[src/sv/leg_pkg.sv]
`timescale 1ns / 1ps

package leg_pkg;

  localparam logic [7:0] KEY_LEFT  = 8'h3C;
  localparam logic [7:0] KEY_RIGHT = 8'h3E;
  localparam logic [7:0] KEY_DEL   = 8'h2D;

  typedef enum logic [4:0] {
    ST_IDLE = 5'b00001,
    ST_MOVE = 5'b00010,
    ST_READ = 5'b00100,
    ST_LOAD = 5'b01000,
    ST_SEND = 5'b10000
  } state_t;

  typedef struct packed {
    logic ins;
    logic del;
    logic rd_left;
    logic rd_right;
    logic rd_pos;
    logic pop;
    logic mv_wr;
    logic load;
    logic load_empty;
    logic clear;
  } cmd_t;

  typedef struct packed {
    logic left_zero;
    logic right_zero;
    logic empty;
    logic out_last;
  } status_t;

endpackage

[src/sv/leg_ram.sv]
`timescale 1ns / 1ps

module leg_ram #(
  parameter int WIDTH = 8,
  parameter int DEPTH = 64
) (
  input  logic                     clk,
  input  logic                     we,
  input  logic [$clog2(DEPTH)-1:0] waddr,
  input  logic [WIDTH-1:0]         wdata,
  input  logic [$clog2(DEPTH)-1:0] raddr,
  output logic [WIDTH-1:0]         rdata
);

  logic [WIDTH-1:0] mem [DEPTH];

  always_ff @(posedge clk) begin
    if (we) begin
      mem[waddr] <= wdata;
    end
    rdata <= mem[raddr];
  end

endmodule

[src/sv/leg_ctrl.sv]
`timescale 1ns / 1ps

module leg_ctrl (
  input  logic             clk,
  input  logic             rst,
  input  logic             s_tvalid,
  input  logic             s_tlast,
  input  logic [7:0]       key_code,
  input  logic             m_tready,
  input  leg_pkg::status_t st,
  output logic             s_tready,
  output logic             m_tvalid,
  output leg_pkg::cmd_t    cmd
);

  leg_pkg::state_t state, state_next;

  always_ff @(posedge clk) begin
    if (rst) begin
      state <= leg_pkg::ST_IDLE;
    end else begin
      state <= state_next;
    end
  end

  always_comb begin
    state_next = state;
    cmd        = '0;
    s_tready   = 1'b0;
    m_tvalid   = 1'b0;
    unique case (state)
      leg_pkg::ST_IDLE: begin
        s_tready = 1'b1;
        if (s_tvalid) begin
          if (s_tlast) begin
            if (st.empty) begin
              cmd.load_empty = 1'b1;
              state_next     = leg_pkg::ST_SEND;
            end else begin
              state_next = leg_pkg::ST_READ;
            end
          end else if (key_code == leg_pkg::KEY_LEFT) begin
            if (!st.left_zero) begin
              cmd.rd_left = 1'b1;
              state_next  = leg_pkg::ST_MOVE;
            end
          end else if (key_code == leg_pkg::KEY_RIGHT) begin
            if (!st.right_zero) begin
              cmd.rd_right = 1'b1;
              state_next   = leg_pkg::ST_MOVE;
            end
          end else if (key_code == leg_pkg::KEY_DEL) begin
            cmd.del = 1'b1;
          end else begin
            cmd.ins = 1'b1;
          end
        end
      end
      leg_pkg::ST_MOVE: begin
        cmd.mv_wr  = 1'b1;
        state_next = leg_pkg::ST_IDLE;
      end
      leg_pkg::ST_READ: begin
        cmd.rd_pos = 1'b1;
        state_next = leg_pkg::ST_LOAD;
      end
      leg_pkg::ST_LOAD: begin
        cmd.load   = 1'b1;
        state_next = leg_pkg::ST_SEND;
      end
      leg_pkg::ST_SEND: begin
        m_tvalid = 1'b1;
        if (m_tready) begin
          if (st.out_last) begin
            cmd.clear  = 1'b1;
            state_next = leg_pkg::ST_IDLE;
          end else begin
            cmd.pop    = 1'b1;
            cmd.rd_pos = 1'b1;
            state_next = leg_pkg::ST_LOAD;
          end
        end
      end
      default: begin
        state_next = leg_pkg::ST_IDLE;
      end
    endcase
  end

endmodule

[src/sv/leg_dp.sv]
`timescale 1ns / 1ps

module leg_dp #(
  parameter int CAPACITY = 64
) (
  input  logic             clk,
  input  logic             rst,
  input  leg_pkg::cmd_t    cmd,
  input  logic [7:0]       key_code,
  output leg_pkg::status_t st,
  output logic [7:0]       char_out,
  output logic             char_valid,
  output logic             last,
  output logic             overflow
);

  localparam int CW = $clog2(CAPACITY + 1);
  localparam int AW = $clog2(CAPACITY);
  localparam logic [CW-1:0] CAP   = CW'(CAPACITY);
  localparam logic [CW-1:0] CAP_M = CW'(CAPACITY - 1);
  localparam logic [CW-1:0] ONE   = CW'(1);

  logic [CW-1:0] left, right, pos;
  logic          dir_left;
  logic          ovf;

  logic [CW-1:0] total, gap, pos_rd, addr_pos;
  logic          full;
  logic          we;
  logic [AW-1:0] waddr, raddr;
  logic [7:0]    wdata, rdata;

  assign total    = left + right;
  assign gap      = CAP - total;
  assign full     = (total == CAP);
  assign pos_rd   = cmd.pop ? pos + ONE : pos;
  assign addr_pos = (pos_rd < left) ? pos_rd : pos_rd + gap;

  always_comb begin
    priority if (cmd.rd_left) begin
      raddr = AW'(left - ONE);
    end else if (cmd.rd_right) begin
      raddr = AW'(CAP - right);
    end else if (cmd.rd_pos) begin
      raddr = addr_pos[AW-1:0];
    end else begin
      raddr = left[AW-1:0];
    end
  end

  always_comb begin
    we    = 1'b0;
    waddr = left[AW-1:0];
    wdata = key_code;
    if (cmd.ins && !full) begin
      we = 1'b1;
    end else if (cmd.mv_wr) begin
      we    = 1'b1;
      wdata = rdata;
      waddr = dir_left ? AW'(CAP_M - right) : left[AW-1:0];
    end
  end

  leg_ram #(
    .WIDTH (8),
    .DEPTH (CAPACITY)
  ) u_ram (
    .clk   (clk),
    .we    (we),
    .waddr (waddr),
    .wdata (wdata),
    .raddr (raddr),
    .rdata (rdata)
  );

  always_ff @(posedge clk) begin
    if (rst) begin
      left  <= '0;
      right <= '0;
      pos   <= '0;
      ovf   <= 1'b0;
    end else if (cmd.clear) begin
      left  <= '0;
      right <= '0;
      pos   <= '0;
      ovf   <= 1'b0;
    end else begin
      if (cmd.ins) begin
        if (full) begin
          ovf <= 1'b1;
        end else begin
          left <= left + ONE;
        end
      end
      if (cmd.del && left != '0) begin
        left <= left - ONE;
      end
      if (cmd.mv_wr) begin
        if (dir_left) begin
          left  <= left - ONE;
          right <= right + ONE;
        end else begin
          left  <= left + ONE;
          right <= right - ONE;
        end
      end
      if (cmd.pop) begin
        pos <= pos + ONE;
      end
    end
  end

  always_ff @(posedge clk) begin
    if (cmd.rd_left) begin
      dir_left <= 1'b1;
    end else if (cmd.rd_right) begin
      dir_left <= 1'b0;
    end
    if (cmd.load) begin
      char_out   <= rdata;
      char_valid <= 1'b1;
      last       <= (pos + ONE == total);
    end else if (cmd.load_empty) begin
      char_out   <= '0;
      char_valid <= 1'b0;
      last       <= 1'b1;
    end
  end

  assign overflow      = ovf;
  assign st.left_zero  = (left == '0);
  assign st.right_zero = (right == '0);
  assign st.empty      = (total == '0);
  assign st.out_last   = last;

endmodule

[src/sv/line_edit_gap_buffer.sv]
`timescale 1ns / 1ps
// Keystroke line editor, gap buffer of CAPACITY bytes in one RAM.
// Input beats: s_tdata = key code, s_tlast = end of line. With s_tlast low
// the key is 0x3C cursor left, 0x3E cursor right, 0x2D backspace, otherwise
// an insert. With s_tlast high the edited line is sent and the line cleared.
// Output beats, one per character: m_tdata = character, m_tuser[0] = char
// valid, m_tuser[1] = overflow (an insert was dropped on a full line),
// m_tlast on the final character. An empty line gives one beat with char
// valid low and m_tlast high.
// Insert and backspace complete on acceptance; a cursor move does a RAM read,
// then a RAM write in ST_MOVE, through the single registered read port.
// End of line: ST_READ, then ST_LOAD and ST_SEND per character (registered RAM
// read feeding the output register); the next is loaded once a beat is taken.
// Empty line: the result beat is presented in the cycle after acceptance.
// s_tready is low while a move or a line readout is in progress. A stalled
// m_tready holds the current beat and the readout waits with it.
// Reset clears the cursor, counts, overflow flag and handshake state; the
// RAM contents are not cleared.

module line_edit_gap_buffer #(
  parameter int CAPACITY = 64
) (
  input  logic       clk,
  input  logic       rst,
  input  logic       s_tvalid,
  output logic       s_tready,
  input  logic [7:0] s_tdata,   // [7:0] key_code
  input  logic       s_tlast,   // cmd: end of line
  output logic       m_tvalid,
  input  logic       m_tready,
  output logic [7:0] m_tdata,   // [7:0] char_out
  output logic [1:0] m_tuser,   // [0] char_valid, [1] overflow
  output logic       m_tlast    // last
);

  leg_pkg::cmd_t    cmd;
  leg_pkg::status_t st;
  logic             char_valid, overflow;

  leg_ctrl u_ctrl (
    .clk      (clk),
    .rst      (rst),
    .s_tvalid (s_tvalid),
    .s_tlast  (s_tlast),
    .key_code (s_tdata),
    .m_tready (m_tready),
    .st       (st),
    .s_tready (s_tready),
    .m_tvalid (m_tvalid),
    .cmd      (cmd)
  );

  leg_dp #(
    .CAPACITY (CAPACITY)
  ) u_dp (
    .clk        (clk),
    .rst        (rst),
    .cmd        (cmd),
    .key_code   (s_tdata),
    .st         (st),
    .char_out   (m_tdata),
    .char_valid (char_valid),
    .last       (m_tlast),
    .overflow   (overflow)
  );

  assign m_tuser = {overflow, char_valid};

`ifndef SYNTHESIS
  a_no_overlap: assert property (@(posedge clk) disable iff (rst)
    !(s_tready && m_tvalid))
    else $error("input accepted while a result beat is pending");

  a_ready_after_line: assert property (@(posedge clk) disable iff (rst)
    m_tvalid && m_tready && m_tlast |=> s_tready)
    else $error("not ready after the final beat of a line");

  a_empty_is_last: assert property (@(posedge clk) disable iff (rst)
    m_tvalid && !m_tuser[0] |-> m_tlast)
    else $error("empty-line beat without last");

  a_flag_cleared: assert property (@(posedge clk) disable iff (rst)
    m_tvalid && m_tready && m_tlast |=> !overflow)
    else $error("overflow flag not cleared at end of line");
`endif

endmodule

[config.mk]
export PLATFORM = sky130hd
export DESIGN_NAME = line_edit_gap_buffer
export DESIGN_NICKNAME = d
export VERILOG_FILES = /design/src/sv/leg_pkg.sv /design/src/sv/leg_ram.sv /design/src/sv/leg_ctrl.sv /design/src/sv/leg_dp.sv /design/src/sv/line_edit_gap_buffer.sv
export SDC_FILE = /design/constraint.sdc
export NUM_CORES = 1
export LEC_CHECK = 0
export BUFFER_PORTS_ARGS = -buffer_cell sky130_fd_sc_hd__buf_4
export CAP_MARGIN = 20
export CORE_MARGIN = 1.5
export CORE_UTILIZATION = 25
export CTS_BUF_LIST = sky130_fd_sc_hd__clkbuf_4 sky130_fd_sc_hd__clkbuf_8
export DETAILED_ROUTE_END_ITERATION = 10
export GPL_TIMING_DRIVEN = 0
export SLEW_MARGIN = 20
export SYNTH_ARGS = -nofsm -noshare
export SYNTH_HDL_FRONTEND = slang
export SYNTH_SLANG_ARGS = --single-unit
[constraint.sdc]
create_clock -name clk -period 5.4 [get_ports clk]
set_clock_uncertainty 0.2 [all_clocks]
set_input_delay 0.54 -clock clk [delete_from_list [all_inputs] [get_ports clk]]
set_output_delay 0.54 -clock clk [all_outputs]
set_load 0.02 [all_outputs]
==> results of run 1 <==
## where the power goes
part           total (mW)  internal [mW]  switching (mW)
Sequential           4.79           4.77          0.0181
Combinational       0.962          0.307           0.655
Clock                3.57           1.87            1.70
## metal layers
| layer | GRT usage [%] | part of all wire (%) | vias up |
|---|---|---|---|
| met5 | 0 | 0.024 | - |
| met4 | 7.09 | 5.0 | 2 |
| met3 | 3.98 | 10 | 199 |
| met2 | 21.3 | 43 | 832 |
| met1 | 19.1 | 42 | 7997 |
| li1 | - | - | 7286 |
## path summary, 6_finish.rpt
path         slack, ns  cells after the start                  end
max               0.03                     19  u_dp.u_ram.rdata[2]
min               0.09                      4      u_ctrl.state[0]
max reg2reg       0.04                     18  u_dp.u_ram.rdata[2]
min reg2reg       0.26                      1      u_dp.char_valid
## through the flow
step	instances	instance area (sq um)	total power, mW	setup slack (ns)	hold WS, ns
finish	3327	28300	9.32	0.0272	0.0943
global route	3327	28300	9.62	-0.0112	0.0931
CTS	3322	28000	9.33	0.0249	0.0703
detailed placement	3158	26100	5.78	-0.818	0.251
global placement	3150	25900	5.76	-1.07	0.242
floorplan	1860	24100	5.42	0.840	0.228
## placed cells by master, fill, tap and decap left out, types with 23 or more instances in the layout
cell,instances
ha_1,27
clkbuf_4,43
nand3_1,79
buf_4,42
nor3_1,24
clkbuf_2,23
nand2_1,318
a21oi_1,134
edfxtp_1,521
nor2_1,107
xnor2_1,26
dfxtp_1,36
inv_1,26
a32oi_1,26
mux2i_1,107
buf_2,29
a22oi_1,41
clkbuf_8,96
## repair_timing
action | 4_1_cts | 5_1_grt
setup endpoints to repair | 8 | 8
gates resized for setup | 64 | 70
hold buffers | 4 | 0
setup buffers | 1 | 4
pin swaps | 1 | 2
endpoints found under the hold margin | 5 | 0
## registers in the layout (all words and copies together) (netlist names)
name / flops
u_dp.right: 7
u_ctrl.state: 5
u_dp.dir_left: 1
u_dp.u_ram.mem: 512
u_dp.pos: 7
u_dp.char_out: 8
u_dp.u_ram.rdata: 8
u_dp.char_valid: 1
u_dp.left: 7
u_dp.last: 1
u_dp.overflow: 1
## cells by family (layout without fill, tap and decap cells)
kind of cell / count (synthesis) / count (layout)
other: 0 / 1
XOR/XNOR: 40 / 40
adder cells (fa/ha/maj): 30 / 30
AND/OR/NAND/NOR: 640 / 640
AO/OA/AOI/OAI: 356 / 356
multiplexers: 109 / 109
flip-flops: 558 / 558
buffers and inverters: 127 / 328
## worst reg2reg max path, delay by kind of cell, from the launching register on
kind                       cells  cell delay, ns
buffers and inverters          4            0.97
xor gates and xnor gates       1            0.20
adders and majority gates      1            0.32
AOI/OAI and AO/OA              6            1.84
and+or+nand+nor                6            1.48
DFF                            1            0.31
## cells in the mapped netlist (12+ instances only)
cell / instances / area, sq um
nand2_1: 326 / 1220
a31oi_1: 21 / 131
edfxtp_1: 521 / 15600
nor2_1: 111 / 417
mux2i_1: 108 / 1080
buf_2: 27 / 135
a21oi_1: 139 / 696
a22oi_1: 51 / 383
inv_1: 26 / 97.6
ha_1: 27 / 338
xnor2_1: 28 / 245
clkbuf_1: 49 / 184
nor3_1: 25 / 125
o21ai_0: 19 / 95.1
nand3_1: 79 / 395
nand2b_1: 18 / 113
a311oi_1: 14 / 123
buf_1: 12 / 45.0
xor2_1: 12 / 105
dfxtp_1: 37 / 741
a32oi_1: 27 / 236
## final cells by class
type / count / area, sq um
Clock buffer: 129 / 1570
Timing Repair Buffer: 42 / 435
Inverter: 26 / 97.6
Antenna cell: 1 / 2.50
Tap cell: 1265 / 1580
Clock inverter: 30 / 168
Fill cell: 9642 / 67000
Multi-Input combinational cell: 1175 / 7420
Sequential cell: 558 / 16400
Buffer: 101 / 591
==> impl_metrics.ini, run 1 <==
[outcome]
run_status = completed

[floorplanning]
io_pins = 26
fp-row-count = 113
coreArea_sq_um = 95300
die_y_um = 313
initial_core_util_pct = 25.3
fp.dieW_um = 313
dieArea_sq_um = 98200

[synth]
synth_edf_count = 521
synth_compound_area_share_pct = 9.89
synth.distinct_cells = 77
synth_nets = 1903
post_synth.cell_area_avg_sq_um = 13.0
synthAdderAreaFrac_pct = 1.65
ys_async_sr_fraction_pct = 0
muxShareOfSynthArea_pct = 4.53
ys_warn_count = 0
synth-main-ff-cell = edfxtp_1
synth_area_sq_um = 24100
ys_seq_area_share_pct = 68.0
yosys_register_bits = 558
syn_inst = 1860
synthSimpleGateAreaFrac_pct = 12.0
synth_top_family_by_area = simple AND/OR/NAND/NOR gates
yosys.area_share.xor_xnor_pct = 1.45

[sta]
max_freq_mhz = 186
drv_slew = 0
relSlewSlack_pct = 20.8
fin_setup_tns_ns = 0
fin_crit_ns = 5.37
fin_crit_sh_pct = 99.5
worstMarginPinSlew_ns = 1.18
hold_viol = 0
setup_violations = 0

[clock_network]
cts_buffer_depth = 3
path_clk_slew_ns = 0.06
cts_tree = yes
cts-root-buf = clkbuf_8
cts_made_buffers = 93
worstSkewPairLatency_ns = 0.71
htreeDepth = 3
clock_sinks = 558

[worst_setup_path]
critPathLaunchType = primary input
critPathTopFamily = compound AO/OA/AOI/OAI gates
rr_startpoint = u_ctrl.state[0]
critPathKind = in -> reg
crit_buf_inv = 5
critPathLaunch = m_tready
worstPathRequired_ns = 5.81
end_kind = flip-flop
worstPathMaxFanout = 10
max_stage_delay_ns = 0.52
critical_path_arrival_ns = 5.79
cp_slowest_cell = dlygate4sd3_1
path_cells = dlygate4sd3_1 > buf_4 > or4b_4 > nor4_4 > xnor2_2 > inv_1 > ha_1 > nand2_1 > o21a_2 > and2_1 > a311o_1 > o21ai_4 > clkbuf_2 > clkbuf_2 > nand2_1 > a22oi_1 > a22oi_1 > a21oi_1 > or4_4

[grt]
grt_max_degree = 65
grt_pass1_vias = 15500
grt_overflow_total = 0
grt_pass1_wl_um = 104000
antenna_found_initial = 2
grt_use_total_pct = 14.3

[cells_and_area]
area_growth_pct = 17.3
layout.nets = 2040
finalCoreUtilization_pct = 29.6
drive_gt1_share_pct = 16.4

[detailed_routing]
post_drt_wl_per_cell_um = 21.5
antenna_left = 0
vias = 16300
drt-pass1-iter-count = 7
drc = 0
first_iter_violations = 2028
routed_wl_um = 71500
viasPerCell = 4.90

[placed_design]
gp_congestion = 0.965
dp_hpwl_um = 48100
io_buffers = 25

[power]
power.leakage_nw = 9.59
p_per_area_nw_per_um2 = 330
vdd_drop_max_v = 0.000162

[run]
drv_cap = 0

[hold_path]
worstHoldStart = s_tvalid
hold_class = in -> reg
Power figures use the tool's default switching activity.
==> run 2: changes to the inputs <==
- ABC_CLOCK_PERIOD_IN_PS: unset -> 5400
- CORE_MARGIN: 1.5 -> 3
==> run 2 against run 1 <==
Largest cell class unchanged; sequential share of layout area increased by 0.062 points; final area decreased by 0.11%; highest routed layer is now met4; sequential power about the same.
==> impl_metrics.ini, run 2 (synthesis gave the netlist of run 1 again) <==
[grt]
grt_max_degree = 65
grt_pass1_wl_um = 103000
grt_use_total_pct = 13.9
grt_pass1_vias = 15600
antenna_found_initial = 2
grt_overflow_total = 0

[cells_and_area]
fin_area_sq_um = 28200
drive_gt1_share_pct = 16.2
largest_reg_flops = 512
max_flop_register = u_dp.u_ram.mem
finalCoreUtilization_pct = 29.6
area_growth_pct = 17.1
final_cells = 3331
layout.nets = 2037
layout_common_cells = edfxtp_1, nand2_1, a21oi_1, mux2i_1, nor2_1
reg_top3 = u_dp.u_ram.mem (512), u_dp.char_out (8), u_dp.u_ram.rdata (8)
fillCellCount = 9673
layout_commonest_cell = edfxtp_1

[sta]
max_freq_mhz = 187
relSlewSlack_pct = 26.9
drv_slew = 0
worstMarginPinSlew_ns = 1.09
whs_ns = 0.0802
hold_viol = 0
fin_crit_sh_pct = 99.2
setup_violations = 0
rsz0062_at_grt = true
fin_crit_ns = 5.36

[floorplanning]
die_y_um = 316
fp-row-count = 113
coreArea_sq_um = 95300
io_pins = 26
dieArea_sq_um = 100000
fp.dieW_um = 316
initial_core_util_pct = 25.3

[placed_design]
io_buffers = 25
dp_hpwl_um = 48000
post_dp_cell_area_sq_um = 26100
dpl.cell_count = 3157
gp_congestion = 0.935

[clock_network]
cts_tree = yes
path_clk_slew_ns = 0.06
cts_buffer_depth = 3
worstSkewPairLatency_ns = 0.70
clock_sinks = 558
cts_made_buffers = 92
htreeDepth = 3
cts-root-buf = clkbuf_8

[outcome]
run_status = completed

[worst_setup_path]
end_kind = flip-flop
path_cells = buf_4 > or4b_4 > nor3_2 > nor2_1 > ha_1 > fa_1 > xor2_1 > a21oi_1 > o211a_1 > buf_2 > buf_2 > buf_2 > nand3_1 > nand3_1 > a31oi_1 > or4_1
crit_path_frequent_cell = buf_2
worstPathRequired_ns = 5.73
critPathLaunchType = flip-flop
critPathKind = reg -> reg
worstPathMaxFanout = 10
cp_slowest_cell = or4_1
critical_path_arrival_ns = 5.69
max_stage_delay_ns = 0.63

[detailed_routing]
antenna_left = 0
first_iter_violations = 2011
drc = 0
vias = 16300
routed_wl_um = 71100
post_drt_wl_per_cell_um = 21.3
drt-pass1-iter-count = 5
viasPerCell = 4.90

[run]
drv_cap = 0

[power]
power.leakage_nw = 9.58
p_per_area_nw_per_um2 = 331
vdd_drop_max_v = 0.000160

[hold_path]
hold_class = in -> reg
## run 2: changes by cell type in the layout (fill, tap and decap cells not counted), sizes merged
cell      delta
buf          -8
bufinv       +1
clkbuf       -3
clkinv      +11
clkinvlp     -2
diode        +2
inv          +3
## run 2: per-stage QoR
stage	total power, mW	TNS, ns	setup WS, ns
after floorplan	5.42	0	0.840
after global placement	5.76	-7.31	-1.04
after detailed placement	5.78	-5.21	-0.729
after CTS	9.34	0	0.0399
after global routing	9.63	-0.0421	-0.0321
final	9.34	0	0.0437
## run 2: cell type report
cell class,count,area (sq um),area share [%]
diodes,3,7.51,0.0266
flip-flops and latches,558,16400,58.1
repair buffers,40,404,1.43
inverters,26,97.6,0.346
plain buffers,101,581,2.06
well taps,1265,1580,5.61
clock buffers,120,1480,5.23
multi-input cells,1175,7420,26.3
clock inverters,43,263,0.931
## run 2: worst max-delay path: cells and delay by family (launching register included)
kind	cells	cell delay (ns)
AND/OR/NAND/NOR	6	1.96
buffers and inverters	4	1.18
adder cells (fa/ha/maj)	2	0.72
AO/OA/AOI/OAI	3	0.62
flip-flops	1	0.30
XOR/XNOR	1	0.19
## run 2: path summary, 6_finish.rpt
kind,startpoint,endpoint,slack [ns],depth (start not counted)
max,u_ctrl.state[1],u_dp.u_ram.rdata[5],0.04,16
min,s_tvalid,u_ctrl.state[0],0.08,4
max reg2reg,u_ctrl.state[1],u_dp.u_ram.rdata[5],0.04,16
min reg2reg,u_dp.char_valid,u_dp.char_valid,0.26,1
## run 2: power by group
part           leakage (nW)  internal, mW  switching (mW)
sequential             4.99          4.77          0.0178
combinational          3.67         0.306           0.658
clock                 0.925          1.85            1.74
total                  9.58          6.93            2.42
## run 2: repair_timing
item                                   CTS  global route
pin swaps                                1             3
setup buffers                            4             0
setup endpoints to repair                8             8
hold buffers                             4             0
endpoints found under the hold margin    7             0
resized for setup                       57            65
## run 2: per-layer routing
metal | track usage [%] | part of all wire [%] | vias up
met5 | 0 | 0 | -
met4 | 5.76 | 4.0 | 0
met3 | 4.08 | 11 | 144
met2 | 21.0 | 44 | 877
met1 | 18.6 | 42 | 8041
li1 | - | - | 7276
==> run 3: changes to the inputs <==
- ABC_CLOCK_PERIOD_IN_PS: 5400 -> 4900
- clock period: 5.4 -> 4.9 ns (I/O delays scaled with it)
==> run 3 against run 2 <==
The run now ends with setup timing left; combinational power rose by 20%; worst setup slack got worse by 0.066 ns; largest power group unchanged; cell count rose by 0.66%; largest cell class unchanged; clock power rose by 10%.
==> impl_metrics.ini, run 3 (synthesis gave the netlist of run 1 again) <==
[floorplanning]
io_pins = 26
die_y_um = 316
initial_core_util_pct = 25.3
coreArea_sq_um = 95300
fp.dieW_um = 316
fp-row-count = 113
dieArea_sq_um = 100000

[power]
p_per_area_nw_per_um2 = 357
power.leakage_nw = 9.84
vdd_drop_max_v = 0.000195
p_total_mw = 10.4

[hold_path]
holdPathStages = 3
worstHoldStart = s_tdata[0]
hold_class = in -> reg
holdPathEnd = u_dp.u_ram.mem[34][0]

[detailed_routing]
first_iter_violations = 1960
vias = 16400
routed_wl_um = 71900
viasPerCell = 4.90
drt-pass1-iter-count = 5
drc = 0
antenna_left = 0
post_drt_wl_per_cell_um = 21.5

[cells_and_area]
layout_common_cells = edfxtp_1, nand2_1, a21oi_1, nor2_1, mux2i_1
area_growth_pct = 20.7
reg_top3 = u_dp.u_ram.mem (512), u_dp.char_out (8), u_dp.u_ram.rdata (8)
drive_gt1_share_pct = 21.1
layout.nets = 2060
fin_area_sq_um = 29100
final_cells = 3353
largest_reg_flops = 512
layout_commonest_cell = edfxtp_1
max_flop_register = u_dp.u_ram.mem

[clock_network]
cts_buffer_depth = 3
htreeDepth = 3
worstSkewPairLatency_ns = 0.71
cts-root-buf = clkbuf_8
path_clk_slew_ns = 0.06
clock_sinks = 558
cts_tree = yes
cts_made_buffers = 92

[sta]
setup_violations = 2
whs_ns = 0.141
hold_viol = 0
drv_slew = 0
worst_slack_ns = -0.0220
max_freq_mhz = 203
fin_crit_sh_pct = 100
rsz0062_at_grt = true
fin_crit_ns = 4.92
relSlewSlack_pct = 25.0
worstMarginPinSlew_ns = 1.12

[grt]
grt_use_total_pct = 14.0
antenna_found_initial = 2
grt_pass1_wl_um = 104000
grt_pass1_vias = 15700
grt_overflow_total = 0
grt_max_degree = 65

[placed_design]
io_buffers = 25
dp_hpwl_um = 48000
dpl.cell_count = 3157
post_dp_cell_area_sq_um = 26100
gp_congestion = 0.935
dp_slack_ns = -1.18

[worst_setup_path]
critPathLaunchType = flip-flop
critPathKind = reg -> reg
worst_r2r_endpoint = u_dp.u_ram.rdata[6]
critical_path_arrival_ns = 5.28
rrSetupSlack_ns = -0.02
end_kind = flip-flop
rr_startpoint = u_dp.last
worstPathRequired_ns = 5.26
ff2ff_path_depth = 18
worstPathMaxFanout = 10

[outcome]
run_status = finished with violations
violations = setup timing

[run]
drv_cap = 0
## run 3: layout make-up
type / count / area, sq um
clock inverters: 43 / 263
flip-flops and latches: 558 / 16400
inverters: 26 / 97.6
multi-input cells: 1175 / 7890
diodes: 2 / 5.00
well taps: 1265 / 1580
plain buffers: 99 / 754
fillers: 9578 / 66200
repair buffers: 65 / 629
clock buffers: 120 / 1480
## run 3: worst max-delay path, stage by stage, from the launching register on
cell and delay, ns:
edfxtp_1 0.45, or4b_4 0.55, nor4_4 0.19, xnor2_2 0.19
inv_2 0.09, ha_4 0.28, nand2_1 0.06, o21a_4 0.21
and2_1 0.16, a311o_1 0.37, o21a_1 0.20, buf_6 0.15
buf_12 0.15, buf_12 0.16, mux2i_1 0.17, mux2i_1 0.14
a32oi_2 0.24, a31oi_2 0.22, or4_4 0.57
## run 3: power by group
group / switching, mW / internal, mW
Clock: 1.91 / 2.04
Sequential: 0.0210 / 5.26
Combinational: 0.758 / 0.404
## run 3: timing repair
action,CTS,global route
resized for setup,199,74
endpoints found under the hold margin,7,0
gates cloned,0,2
endpoints found under the setup margin,8,17
buffers inserted,14,12
hold buffers,5,0
pin swaps,42,18
## run 3: metrics by stage
step / utilization, % / TNS, ns
final: 30.5 / -0.0341
after global placement: 27.1 / -10.92
after global routing: 30.5 / -0.892
after CTS: 30.1 / 0
after floorplan: - / 0
after detailed placement: 27.4 / -8.81
## run 3: routing by layer
layer	vias to the layer above	GRT usage, %	wire length (um)
met5	-	0	13
met4	2	5.68	2920
met3	156	4.22	6920
met2	825	21.2	31700
met1	8122	18.7	30400
li1	7330	-	-
## run 3: worst max-delay path by stage
| stage | endpoint | from | slack [ns] |
|---|---|---|---|
| 2_1_floorplan | u_dp.u_ram.rdata[1] | u_dp.last | 0.34 |
| 3_3_place_gp | u_dp.u_ram.rdata[3] | m_tready | -1.49 |
| 3_5_place_dp | u_dp.u_ram.rdata[1] | m_tready | -1.18 |
| 4_1_cts | u_dp.u_ram.rdata[0] | u_ctrl.state[1] | 0.01 |
| 5_1_grt | u_dp.u_ram.rdata[1] | u_ctrl.state[0] | -0.14 |
| 6_report | u_dp.u_ram.rdata[6] | u_dp.last | -0.02 |
